## config.mk

```make
export PLATFORM = sky130hd
export DESIGN_NAME = sorted_sparse_vector_table
export DESIGN_NICKNAME = d
export VERILOG_FILES = /design/src/rtl/core/ssvt_pkg.sv /design/src/rtl/core/ssvt_cell.sv /design/src/rtl/core/ssvt_merge.sv /design/src/rtl/core/sorted_sparse_vector_table.sv
export VERILOG_INCLUDE_DIRS = /design/src /design/src/rtl/core
export SDC_FILE = /design/constraint.sdc
export NUM_CORES = 2
export LEC_CHECK = 0
export BUFFER_PORTS_ARGS = -buffer_cell sky130_fd_sc_hd__buf_2
export CORE_UTILIZATION = 39
export CTS_CLUSTER_DIAMETER = 80
export CTS_CLUSTER_SIZE = 28
export DETAILED_ROUTE_END_ITERATION = 8
export HOLD_SLACK_MARGIN = 0.12
export PLACE_DENSITY = 0.57
export RECOVER_POWER = 25
export SLEW_MARGIN = 25
export SYNTH_ARGS = -nofsm -noshare
export SYNTH_HDL_FRONTEND = slang
export SYNTH_HIERARCHICAL = 1
export SYNTH_SLANG_ARGS = --single-unit
```

## constraint.sdc

```tcl
create_clock -name i_clk -period 170 [get_ports i_clk]
set_input_delay 34 -clock i_clk [delete_from_list [all_inputs] [get_ports i_clk]]
set_output_delay 34 -clock i_clk [all_outputs]
set_load 0.03 [all_outputs]
```

## src/rtl/core/sorted_sparse_vector_table_assert.svh

```systemverilog
// Assertion macros shared by the table RTL.
// Each expects i_clk and i_rst_n in scope.
`ifndef SORTED_SPARSE_VECTOR_TABLE_ASSERT_SVH
`define SORTED_SPARSE_VECTOR_TABLE_ASSERT_SVH

// Implication checked at every clock edge outside reset.
`define SSVT_ASSERT_IMP(label, ante, cons, msg) \
    label: assert property (@(posedge i_clk) disable iff (!i_rst_n) (ante) |-> (cons)) \
        else $error(msg);

// Implication whose consequent is checked in the cycle after the antecedent.
`define SSVT_ASSERT_NEXT(label, ante, cons, msg) \
    label: assert property (@(posedge i_clk) disable iff (!i_rst_n) (ante) |=> (cons)) \
        else $error(msg);

`endif

```

## src/rtl/core/ssvt_pkg.sv

```systemverilog
`default_nettype none
package ssvt_pkg;

    localparam int VALUE_W     = 32;
    localparam int IDX_FIELD_W = 16;
    localparam int CMD_W       = 2;

    localparam logic [CMD_W-1:0] CMD_SET = 2'd0;
    localparam logic [CMD_W-1:0] CMD_GET = 2'd1;
    localparam logic [CMD_W-1:0] CMD_ADD = 2'd2;
    localparam logic [CMD_W-1:0] CMD_SUB = 2'd3;

    typedef struct packed {
        logic [VALUE_W-1:0] result_value;
        logic               was_present;
        logic               table_full;
    } t_status;

endpackage
`default_nettype wire

```

## src/rtl/core/ssvt_cell.sv

```systemverilog
`default_nettype none
// One table slot of the rotating ring; takes its neighbor's entry on shift.
module ssvt_cell #(
    parameter int KEY_W = 16
) (
    input  logic                        i_clk,
    input  logic                        i_shift,
    input  logic [KEY_W-1:0]            i_idx,
    input  logic [ssvt_pkg::VALUE_W-1:0] i_val,
    output logic [KEY_W-1:0]            o_idx,
    output logic [ssvt_pkg::VALUE_W-1:0] o_val
);
    import ssvt_pkg::*;

    logic [KEY_W-1:0]   r_idx;
    logic [VALUE_W-1:0] r_val;

    always_ff @(posedge i_clk) begin
        if (i_shift) begin
            r_idx <= i_idx;
            r_val <= i_val;
        end
    end

    assign o_idx = r_idx;
    assign o_val = r_val;

endmodule
`default_nettype wire

```

## src/rtl/core/ssvt_merge.sv

```systemverilog
`default_nettype none
// Merge unit at the head of the ring: sees one slot per cycle in index order,
// passes it on, or splices the new entry in / drops the matched one.
module ssvt_merge #(
    parameter int CAPACITY = 64,
    parameter int KEY_W    = 16,
    parameter int CNT_W    = 6,
    parameter int CW       = 7
) (
    input  logic                         i_clk,
    input  logic                         i_rst_n,
    input  logic                         i_start,
    input  logic [ssvt_pkg::CMD_W-1:0]   i_cmd,
    input  logic [KEY_W-1:0]             i_key,
    input  logic [ssvt_pkg::VALUE_W-1:0] i_val,
    input  logic [KEY_W-1:0]             i_head_idx,
    input  logic [ssvt_pkg::VALUE_W-1:0] i_head_val,
    input  logic [KEY_W-1:0]             i_next_idx,
    input  logic [ssvt_pkg::VALUE_W-1:0] i_next_val,
    input  logic                         i_ack,
    output logic                         o_shift,
    output logic [KEY_W-1:0]             o_tail_idx,
    output logic [ssvt_pkg::VALUE_W-1:0] o_tail_val,
    output logic                         o_finished,
    output ssvt_pkg::t_status            o_status,
    output logic [CW-1:0]                o_count
);
    import ssvt_pkg::*;

    localparam logic [1:0] MODE_SEARCH = 2'd0;
    localparam logic [1:0] MODE_PASS   = 2'd1;
    localparam logic [1:0] MODE_INSERT = 2'd2;
    localparam logic [1:0] MODE_REMOVE = 2'd3;

    logic               r_busy, n_busy;
    logic               r_finished, n_finished;
    logic [CNT_W-1:0]   r_k, n_k;
    logic [1:0]         r_mode, n_mode;
    logic [CW-1:0]      r_used, n_used;
    logic [CMD_W-1:0]   r_cmd;
    logic [KEY_W-1:0]   r_key;
    logic [VALUE_W-1:0] r_val;
    logic [KEY_W-1:0]   r_carry_idx, n_carry_idx;
    logic [VALUE_W-1:0] r_carry_val, n_carry_val;
    t_status            r_status, n_status;

    logic               w_in_range, w_lt, w_eq, w_last, w_sub, w_full_tbl;
    logic [VALUE_W-1:0] w_base, w_newval;

    assign w_in_range = CW'(r_k) < r_used;
    assign w_lt       = i_head_idx < r_key;
    assign w_eq       = i_head_idx == r_key;
    assign w_last     = r_k == CNT_W'(CAPACITY - 1);
    assign w_sub      = r_cmd == CMD_SUB;
    assign w_full_tbl = r_used == CW'(CAPACITY);
    assign w_base     = (w_in_range && w_eq) ? i_head_val : '0;
    // one adder: subtract as add of the inverted operand plus one
    assign w_newval   = (r_cmd == CMD_SET) ? r_val :
                        w_base + (r_val ^ {VALUE_W{w_sub}}) + VALUE_W'(w_sub);

    always_comb begin
        n_busy      = r_busy;
        n_finished  = r_finished;
        n_k         = r_k;
        n_mode      = r_mode;
        n_used      = r_used;
        n_carry_idx = r_carry_idx;
        n_carry_val = r_carry_val;
        n_status    = r_status;
        o_tail_idx  = i_head_idx;
        o_tail_val  = i_head_val;

        if (i_ack) begin
            n_finished = 1'b0;
        end
        if (i_start) begin
            n_busy   = 1'b1;
            n_k      = '0;
            n_mode   = MODE_SEARCH;
            n_status = '0;
        end

        if (r_busy) begin
            n_k = r_k + CNT_W'(1);
            case (r_mode)
                MODE_SEARCH: begin
                    if (w_in_range && w_lt) begin
                        // still before the key; the full-table miss ends here
                        if (w_last && w_full_tbl && r_cmd != CMD_GET && w_newval != '0) begin
                            n_status.table_full = 1'b1;
                        end
                    end else if (w_in_range && w_eq) begin
                        n_status.was_present = 1'b1;
                        if (r_cmd == CMD_GET) begin
                            n_status.result_value = i_head_val;
                            n_mode = MODE_PASS;
                        end else if (w_newval == '0) begin
                            o_tail_idx = i_next_idx;
                            o_tail_val = i_next_val;
                            n_used     = r_used - CW'(1);
                            n_mode     = MODE_REMOVE;
                        end else begin
                            o_tail_idx = r_key;
                            o_tail_val = w_newval;
                            n_status.result_value = w_newval;
                            n_mode = MODE_PASS;
                        end
                    end else begin
                        // key absent, insertion point reached
                        if (r_cmd == CMD_GET || w_newval == '0) begin
                            n_mode = MODE_PASS;
                        end else if (w_full_tbl) begin
                            n_status.table_full = 1'b1;
                            n_mode = MODE_PASS;
                        end else begin
                            o_tail_idx  = r_key;
                            o_tail_val  = w_newval;
                            n_carry_idx = i_head_idx;
                            n_carry_val = i_head_val;
                            n_used      = r_used + CW'(1);
                            n_status.result_value = w_newval;
                            n_mode = MODE_INSERT;
                        end
                    end
                end
                MODE_INSERT: begin
                    o_tail_idx  = r_carry_idx;
                    o_tail_val  = r_carry_val;
                    n_carry_idx = i_head_idx;
                    n_carry_val = i_head_val;
                end
                MODE_REMOVE: begin
                    o_tail_idx = i_next_idx;
                    o_tail_val = i_next_val;
                end
                default: begin
                end
            endcase
            if (w_last) begin
                n_busy     = 1'b0;
                n_finished = 1'b1;
            end
        end
    end

    always_ff @(posedge i_clk) begin
        if (!i_rst_n) begin
            r_busy     <= 1'b0;
            r_finished <= 1'b0;
            r_used     <= '0;
        end else begin
            r_busy     <= n_busy;
            r_finished <= n_finished;
            r_used     <= n_used;
        end
    end

    always_ff @(posedge i_clk) begin
        r_k         <= n_k;
        r_mode      <= n_mode;
        r_carry_idx <= n_carry_idx;
        r_carry_val <= n_carry_val;
        r_status    <= n_status;
        if (i_start) begin
            r_cmd <= i_cmd;
            r_key <= i_key;
            r_val <= i_val;
        end
    end

    assign o_shift    = r_busy;
    assign o_finished = r_finished;
    assign o_status   = r_status;
    assign o_count    = r_used;

`include "sorted_sparse_vector_table_assert.svh"

    `SSVT_ASSERT_IMP(a_used_bound, 1'b1, r_used <= CW'(CAPACITY), "entry count above capacity")
    `SSVT_ASSERT_IMP(a_start_idle, i_start, !r_busy && !r_finished, "start while an item is open")
    `SSVT_ASSERT_IMP(a_full_absent, r_finished && r_status.table_full,
        !r_status.was_present && r_status.result_value == '0, "full flag on a present key")
    `SSVT_ASSERT_NEXT(a_pass_ends, r_busy && w_last, !r_busy && r_finished,
        "ring pass did not close")

endmodule
`default_nettype wire

```

## src/rtl/core/sorted_sparse_vector_table.sv

```systemverilog
`default_nettype none
// Sorted sparse vector table: up to CAPACITY nonzero (index, value) entries
// held in ascending index order in a ring of slot cells.
// Input channel (s_axis): tuser carries cmd (set, get, add, subtract), tdata
// carries entry_index and entry_value. Output channel (m_axis): one result
// item per input item with the value after the operation, whether the index
// was present, whether an insert was dropped on a full table, and the entry
// count after the operation.
// Operation: on accept the ring rotates once through all CAPACITY slots, one
// slot per cycle, past the merge unit, which compares each slot with the key
// and splices a new entry in (carry register) or drops the matched one (takes
// the slot behind it). After the full rotation every slot is back in place.
// One item is in work at a time; the next is accepted once the result of
// the last has moved from the merge unit into the output register.
// The output register lets the next item be accepted while a result waits.
// When the receiver stalls, a finished result stays in the merge unit until
// the output register frees, and no new item is accepted meanwhile.
// Reset (synchronous, active low) empties the table; slot contents are not
// cleared, since slots at or beyond the entry count are never used.
module sorted_sparse_vector_table #(
    parameter int CAPACITY   = 64,
    parameter int INDEX_BITS = 16
) (
    input  logic        i_clk,
    input  logic        i_rst_n,
    // input item
    input  logic        i_s_axis_tvalid,
    output logic        o_s_axis_tready,
    input  logic [47:0] i_s_axis_tdata,  // [15:0] entry_index, [47:16] entry_value
    input  logic [1:0]  i_s_axis_tuser,  // [1:0] cmd
    // result item
    output logic        o_m_axis_tvalid,
    input  logic        i_m_axis_tready,
    // [31:0] result_value, [32] was_present, [33] table_full,
    // [33+CW:34] entry_count, zero fill above
    output logic [((34 + $clog2(CAPACITY + 1) + 7) / 8) * 8 - 1:0] o_m_axis_tdata
);
    import ssvt_pkg::*;

    localparam int KEY_W  = (INDEX_BITS < IDX_FIELD_W) ? INDEX_BITS : IDX_FIELD_W;
    localparam int CNT_W  = (CAPACITY > 1) ? $clog2(CAPACITY) : 1;
    localparam int CW     = $clog2(CAPACITY + 1);
    localparam int OUT_W  = ((34 + CW + 7) / 8) * 8;
    localparam int NEXT_I = (CAPACITY > 1) ? 1 : 0;

    logic [KEY_W-1:0]   w_idx [CAPACITY];
    logic [VALUE_W-1:0] w_val [CAPACITY];
    logic [KEY_W-1:0]   w_tail_idx;
    logic [VALUE_W-1:0] w_tail_val;
    logic               w_shift, w_finished, w_ack, w_start;
    t_status            w_status;
    logic [CW-1:0]      w_count;

    logic               r_o_valid;
    t_status            r_out_status;
    logic [CW-1:0]      r_out_count;

    // ring: each slot takes the one behind it; the merge output enters at the tail
    for (genvar g = 0; g < CAPACITY; g++) begin : g_slot
        if (g == CAPACITY - 1) begin : g_tail
            ssvt_cell #(.KEY_W(KEY_W)) u_cell (
                .i_clk  (i_clk),
                .i_shift(w_shift),
                .i_idx  (w_tail_idx),
                .i_val  (w_tail_val),
                .o_idx  (w_idx[g]),
                .o_val  (w_val[g])
            );
        end else begin : g_body
            ssvt_cell #(.KEY_W(KEY_W)) u_cell (
                .i_clk  (i_clk),
                .i_shift(w_shift),
                .i_idx  (w_idx[g + 1]),
                .i_val  (w_val[g + 1]),
                .o_idx  (w_idx[g]),
                .o_val  (w_val[g])
            );
        end
    end

    assign o_s_axis_tready = !w_shift && !w_finished;
    assign w_start         = i_s_axis_tvalid && o_s_axis_tready;
    assign w_ack           = w_finished && (!r_o_valid || i_m_axis_tready);

    ssvt_merge #(
        .CAPACITY(CAPACITY),
        .KEY_W   (KEY_W),
        .CNT_W   (CNT_W),
        .CW      (CW)
    ) u_merge (
        .i_clk      (i_clk),
        .i_rst_n    (i_rst_n),
        .i_start    (w_start),
        .i_cmd      (i_s_axis_tuser),
        .i_key      (i_s_axis_tdata[KEY_W-1:0]),
        .i_val      (i_s_axis_tdata[47:16]),
        .i_head_idx (w_idx[0]),
        .i_head_val (w_val[0]),
        .i_next_idx (w_idx[NEXT_I]),
        .i_next_val (w_val[NEXT_I]),
        .i_ack      (w_ack),
        .o_shift    (w_shift),
        .o_tail_idx (w_tail_idx),
        .o_tail_val (w_tail_val),
        .o_finished (w_finished),
        .o_status   (w_status),
        .o_count    (w_count)
    );

    // output register
    always_ff @(posedge i_clk) begin
        if (!i_rst_n) begin
            r_o_valid <= 1'b0;
        end else if (w_ack) begin
            r_o_valid <= 1'b1;
        end else if (i_m_axis_tready) begin
            r_o_valid <= 1'b0;
        end
    end

    always_ff @(posedge i_clk) begin
        if (w_ack) begin
            r_out_status <= w_status;
            r_out_count  <= w_count;
        end
    end

    assign o_m_axis_tvalid = r_o_valid;
    assign o_m_axis_tdata  = OUT_W'({r_out_count, r_out_status.table_full,
                                     r_out_status.was_present, r_out_status.result_value});

endmodule
`default_nettype wire
```

# Yosys cells after proc, flatten, opt, wreduce, memory -nomap -nowiden
# Cells that the tools add are included.
# classes
add_sub_neg,5
n_lt_le_gt_ge,2
eq_ne,16
muxes,65
bitwise,2
reduce_logical,22
# ops
cell,count
$mux 32,17
$mux 16,10
$mux 34,3
$pmux 32 s3,1
$pmux 32 s2,1
$pmux 16 s3,1
$mux 7,5
$mux 33,1
$add 32x1->32,1
$add 32x32->32,1
$logic_not 32->1,1
$pmux 16 s2,1
$reduce_bool 32->1,1
$xor 32x32->32,1
$mux 2,9
$eq 16x16->1,1
$lt 16x16->1,1
$mux 1,14
$ne 2x2->1 const B,7
$mux 6,2
$logic_and 1x1->1,8
$add 7x1->7 const B,1
$eq 7x7->1 const B,1
$lt 6x7->1,1
13 further kinds,22
# word_totals
reg_bits,3263
inputBits,54
output_inout_bits,50
elab_cells,258

# Longest topological paths before layout
# depth
depth_word,13
depth_mapped,27
ltp_nobuf,20

# By module
# Netlist, hierarchy kept.
# by_module_without_submodules
mod,instances,cells_per_inst,area_per_inst_um2,seq_area_each_um2
ssvt_cell,64,48,1441.4,1441.4
ssvt_merge,1,1637,13205.2,4023.9
sorted_sparse_vector_table,1,55,1350.0,1251.2

# Worst setup path before layout
# Ideal clock, no wire load.
# synth_path
path_kind,reg-to-output
startpoint,"reg u_merge.r_busy, in the netlist u_merge/o_shift"
endpoint,out o_s_axis_tready
t_arrival_ps,73715
required_time_ps,136000
slack_ps,62285
stages_incl_launch_ff,2
path_buffers,0
path_cell_list,dfxtp_1 -> nor2_2
# synth_between
elab_chain_cells,2
# synth_rtl
element,line,source
start: declaration,ssvt_merge.sv:35,"logic r_busy, n_busy;"
start signal: assignment,ssvt_merge.sv:152,r_busy <= n_busy;
$logic_not 1->1,sorted_sparse_vector_table.sv:81,assign o_s_axis_tready = !w_shift && !w_finished;
$logic_and 1x1->1,sorted_sparse_vector_table.sv:81,
end: declaration,sorted_sparse_vector_table.sv:28,"output logic o_s_axis_tready,"
# Every way passes these cells.

# Final worst setup path
# Ends and elaborated chain as after synthesis.

==> results.yml <==
run_status:
  status: "completed"
critical_path:
  cp_cell_sequence: "nor2_2 > buf_2"
  cp_slowest_cell: "dfxtp_4"
  cp_top_family: "flip-flops"
  path_class: "reg -> out"
  critPathRequiredTime_ps: 136000
  slowest_delay_ps: 580
  crit_arrival_ps: 1710
  end_kind: "output pin"
  path_buf_inv: 1
  crit_path_max_fanout: 20
  start_kind: "register"
power_and_ir_drop:
  pwr-share-seq_pct: 65.6
  p_sw_uw: 312.9
  ir_drop_mv: 0.008338
  clockPowerShare_pct: 29.5
  p_per_area_mw_per_mm2: 12.34
  intPower_uw: 1129
  leakage_uw: 0.03447
  power_frac_comb_pct: 4.8
  p_sw_share_pct: 21.70
synthesis:
  synth_ff_type: "edfxtp_1"
  syn_inst: 4764
  synth_cell_types: 103
  synth-edff-count: 3217
  ys_seq_area_share_pct: 91.31
  syn_avg_cell_area_um2: 22.42
  synthArstFlopShare_pct: 0
  syn-cell-area_mm2: 0.1068
  synth.ff_latch_count: 3263
  yosysWarnings: 6
global_route:
  grt_pass1_vias: 40910
  overflow: 0
  grt_use_total_pct: 13.03
  grt_max_degree: 209
  antenna_found_initial: 15
  grt_pass1_wl_mm: 273.0
cts:
  cts_buffers: 159
  ctsHoldBuffers: 0
  cts_setup_buffers: 0
  cts.repair.resized: 0
  clkTransAtPathRegs_ps: 100
  clk_path_buf_depth: 4
  cts_num_sinks: 3263
  cts_root_buffer: "clkbuf_16"
  cts_tree: "built"
  clock_latency_ps: 860
  htreeDepth: 4
floorplan:
  initial_core_util_pct: 39.34
  fp.dieW_um: 525.3
  die_area_mm2: 0.2760
  ios: 104
  num_rows: 191
  core_area_mm2: 0.2715
  die_h_um: 525.3
placed_design:
  place_area_mm2: 0.1119
  dpl.hpwl_mm: 104.9
  portBuffers: 96
  post-place-ws_ps: 134140
  gp_congestion: 0.8737
timing:
  skew_ps: 85.79
  timing.hold.ws_ps: 382.9
  fmax_mhz: 28.00
  finalMaxSlewViolations: 0
  worst_pin_slew_ps: 1157
  fin_crit_ps: 35710
  finalSetupViolCount: 0
  setup_ws_ps: 134290
  rsz0062_at_grt: "false"
  hold_violations: 0
  maxSlewHeadroom_pct: 22.43
  period_share_pct: 21.01
  fin_tns_setup_ps: 0
layout:
  areaGrowthSynthToFinish_pct: 9.385
  final_common_cell: "edfxtp_1"
  layout.nets: 5086
  final_cell_mix: "3,217 x edfxtp_1, 167 x nor2_1, 166 x nand2_1, 160 x clkbuf_16, 127 x a21oi_1"
  multiInputGateArea_mm2: 0.008663
  drive_above_1_share_pct: 8.679
  nFillCells: 23080
  seqCellArea_mm2: 0.09753
  final_cell_area_mm2: 0.1168
routing:
  top_layer: "met5"
  num_vias: 42950
  antenna_left: 0
  wl_met2_mm: 79.58
  met1_length_mm: 89.44
  drt_pre_antenna_iters: 6
  drc: 0
  routedWlPerCell_um: 21.36
  first_iter_violations: 4780
  viasPerCell: 4.989
  totalWireLength_mm: 183.9
  wl_met3_mm: 8.201
worst_hold_path:
  worstHoldPathType: "reg -> reg"
flow_run:
  maxCapViolations: 0
registers in the layout (all words and copies together) (netlist names), 6 cells and up:
name,flops
o_m_axis_tdata,34
u_merge/o_count,7
u_merge/r_key,16
g_slot.g_body.u_cell/o_val,2016
u_merge/r_k,6
u_merge/r_carry_idx,16
g_slot.g_body.u_cell/o_idx,1008
u_merge/o_status,34
u_merge/r_val,32
g_slot.g_tail.u_cell/o_val,32
u_merge/r_carry_val,32
g_slot.g_tail.u_cell/o_idx,16
r_out_count,7
per-stage QoR:
| step | util (%) | std cells | power [µW] |
|---|---|---|---|
| final | 43.03 | 8610 | 1442 |
| after global routing | 43.03 | 8606 | 1497 |
| after CTS | 42.99 | 8602 | 1464 |
| after detailed placement | 41.22 | 8379 | 1035 |
| after global placement | 41.20 | 8378 | 1032 |
| after floorplan | - | 4770 | 1174 |
path summary, 6_finish.rpt:
path / start / endpoint / slack [ps] / cells after the start
worst max-delay path: u_merge/o_shift / o_s_axis_tready / 134290 / 2
worst min-delay path: g_slot[63].g_tail.u_cell/o_val[15] / g_slot[62].g_body.u_cell/o_val[15] / 380 / 0
worst max register to register: u_merge/o_count[1] / g_slot[63].g_tail.u_cell/o_val[28] / 160920 / 19
worst min register to register: g_slot[63].g_tail.u_cell/o_val[15] / g_slot[62].g_body.u_cell/o_val[15] / 380 / 0
cell usage after synthesis, types with 17 or more instances:
master	instances	area, µm²
dfxtp_1	46	920.9
a211oi_1	20	150.1
nand2_1	166	623.1
a31oi_1	36	225.2
nand3_1	35	175.2
and3_1	63	394.1
edfxtp_1	3217	96600
or3_1	17	106.4
ha_1	57	713.2
buf_2	28	140.1
o22ai_1	19	118.9
o211ai_1	24	180.2
nor2b_1	19	118.9
xnor2_1	45	394.1
o21ai_0	116	580.6
a21oi_1	129	645.6
nor3_1	29	145.1
inv_1	37	138.9
clkbuf_1	67	251.5
o21ai_1	18	90.09
nand4_1	28	175.2
nor2_1	171	641.9
mux2i_1	47	470.5
a21o_1	20	150.1
power groups by stage:
stage | sequential (µW) | clock, µW | combinational (µW)
finish | 946 | 426 | 69.7
global route | 950 | 471 | 75.7
CTS | 948 | 446 | 69.4
detailed placement | 965 | 0 | 69.4
global placement | 965 | 0 | 67.6
floorplan | 1150 | 0 | 27.9
routing by layer:
| metal | track usage, % | vias to the layer above |
|---|---|---|
| met3 | 2.018 | 318 |
| li1 | - | 19250 |
| met4 | 4.704 | 4 |
| met5 | 0 | - |
| met1 | 20.00 | 22410 |
| met2 | 18.77 | 969 |
final cells by class:
cell class / instances / share of cell area, %
multi-input cells: 1341 / 7.416
flip-flops and latches: 3263 / 83.48
repair buffers: 169 / 1.035
clock inverters: 51 / 0.6244
inverters: 39 / 0.1253
clock buffers: 172 / 3.483
well taps: 3570 / 3.823
diodes: 5 / 0.01071
kinds of logic (layout without fill, tap and decap cells):
kind of cell	Yosys count	in the layout	synth area share, %
buffers and inverters	166	431	0.6841
muxes	50	50	0.4721
AOI/OAI and AO/OA	569	569	3.606
and+or+nand+nor	601	601	2.753
DFF	3263	3263	91.31
xor gates and xnor gates	55	55	0.4651
adders and majority gates	59	59	0.7052
other	1	12	0.003511
No activity file was read; power rests on OpenSTA's default activity.
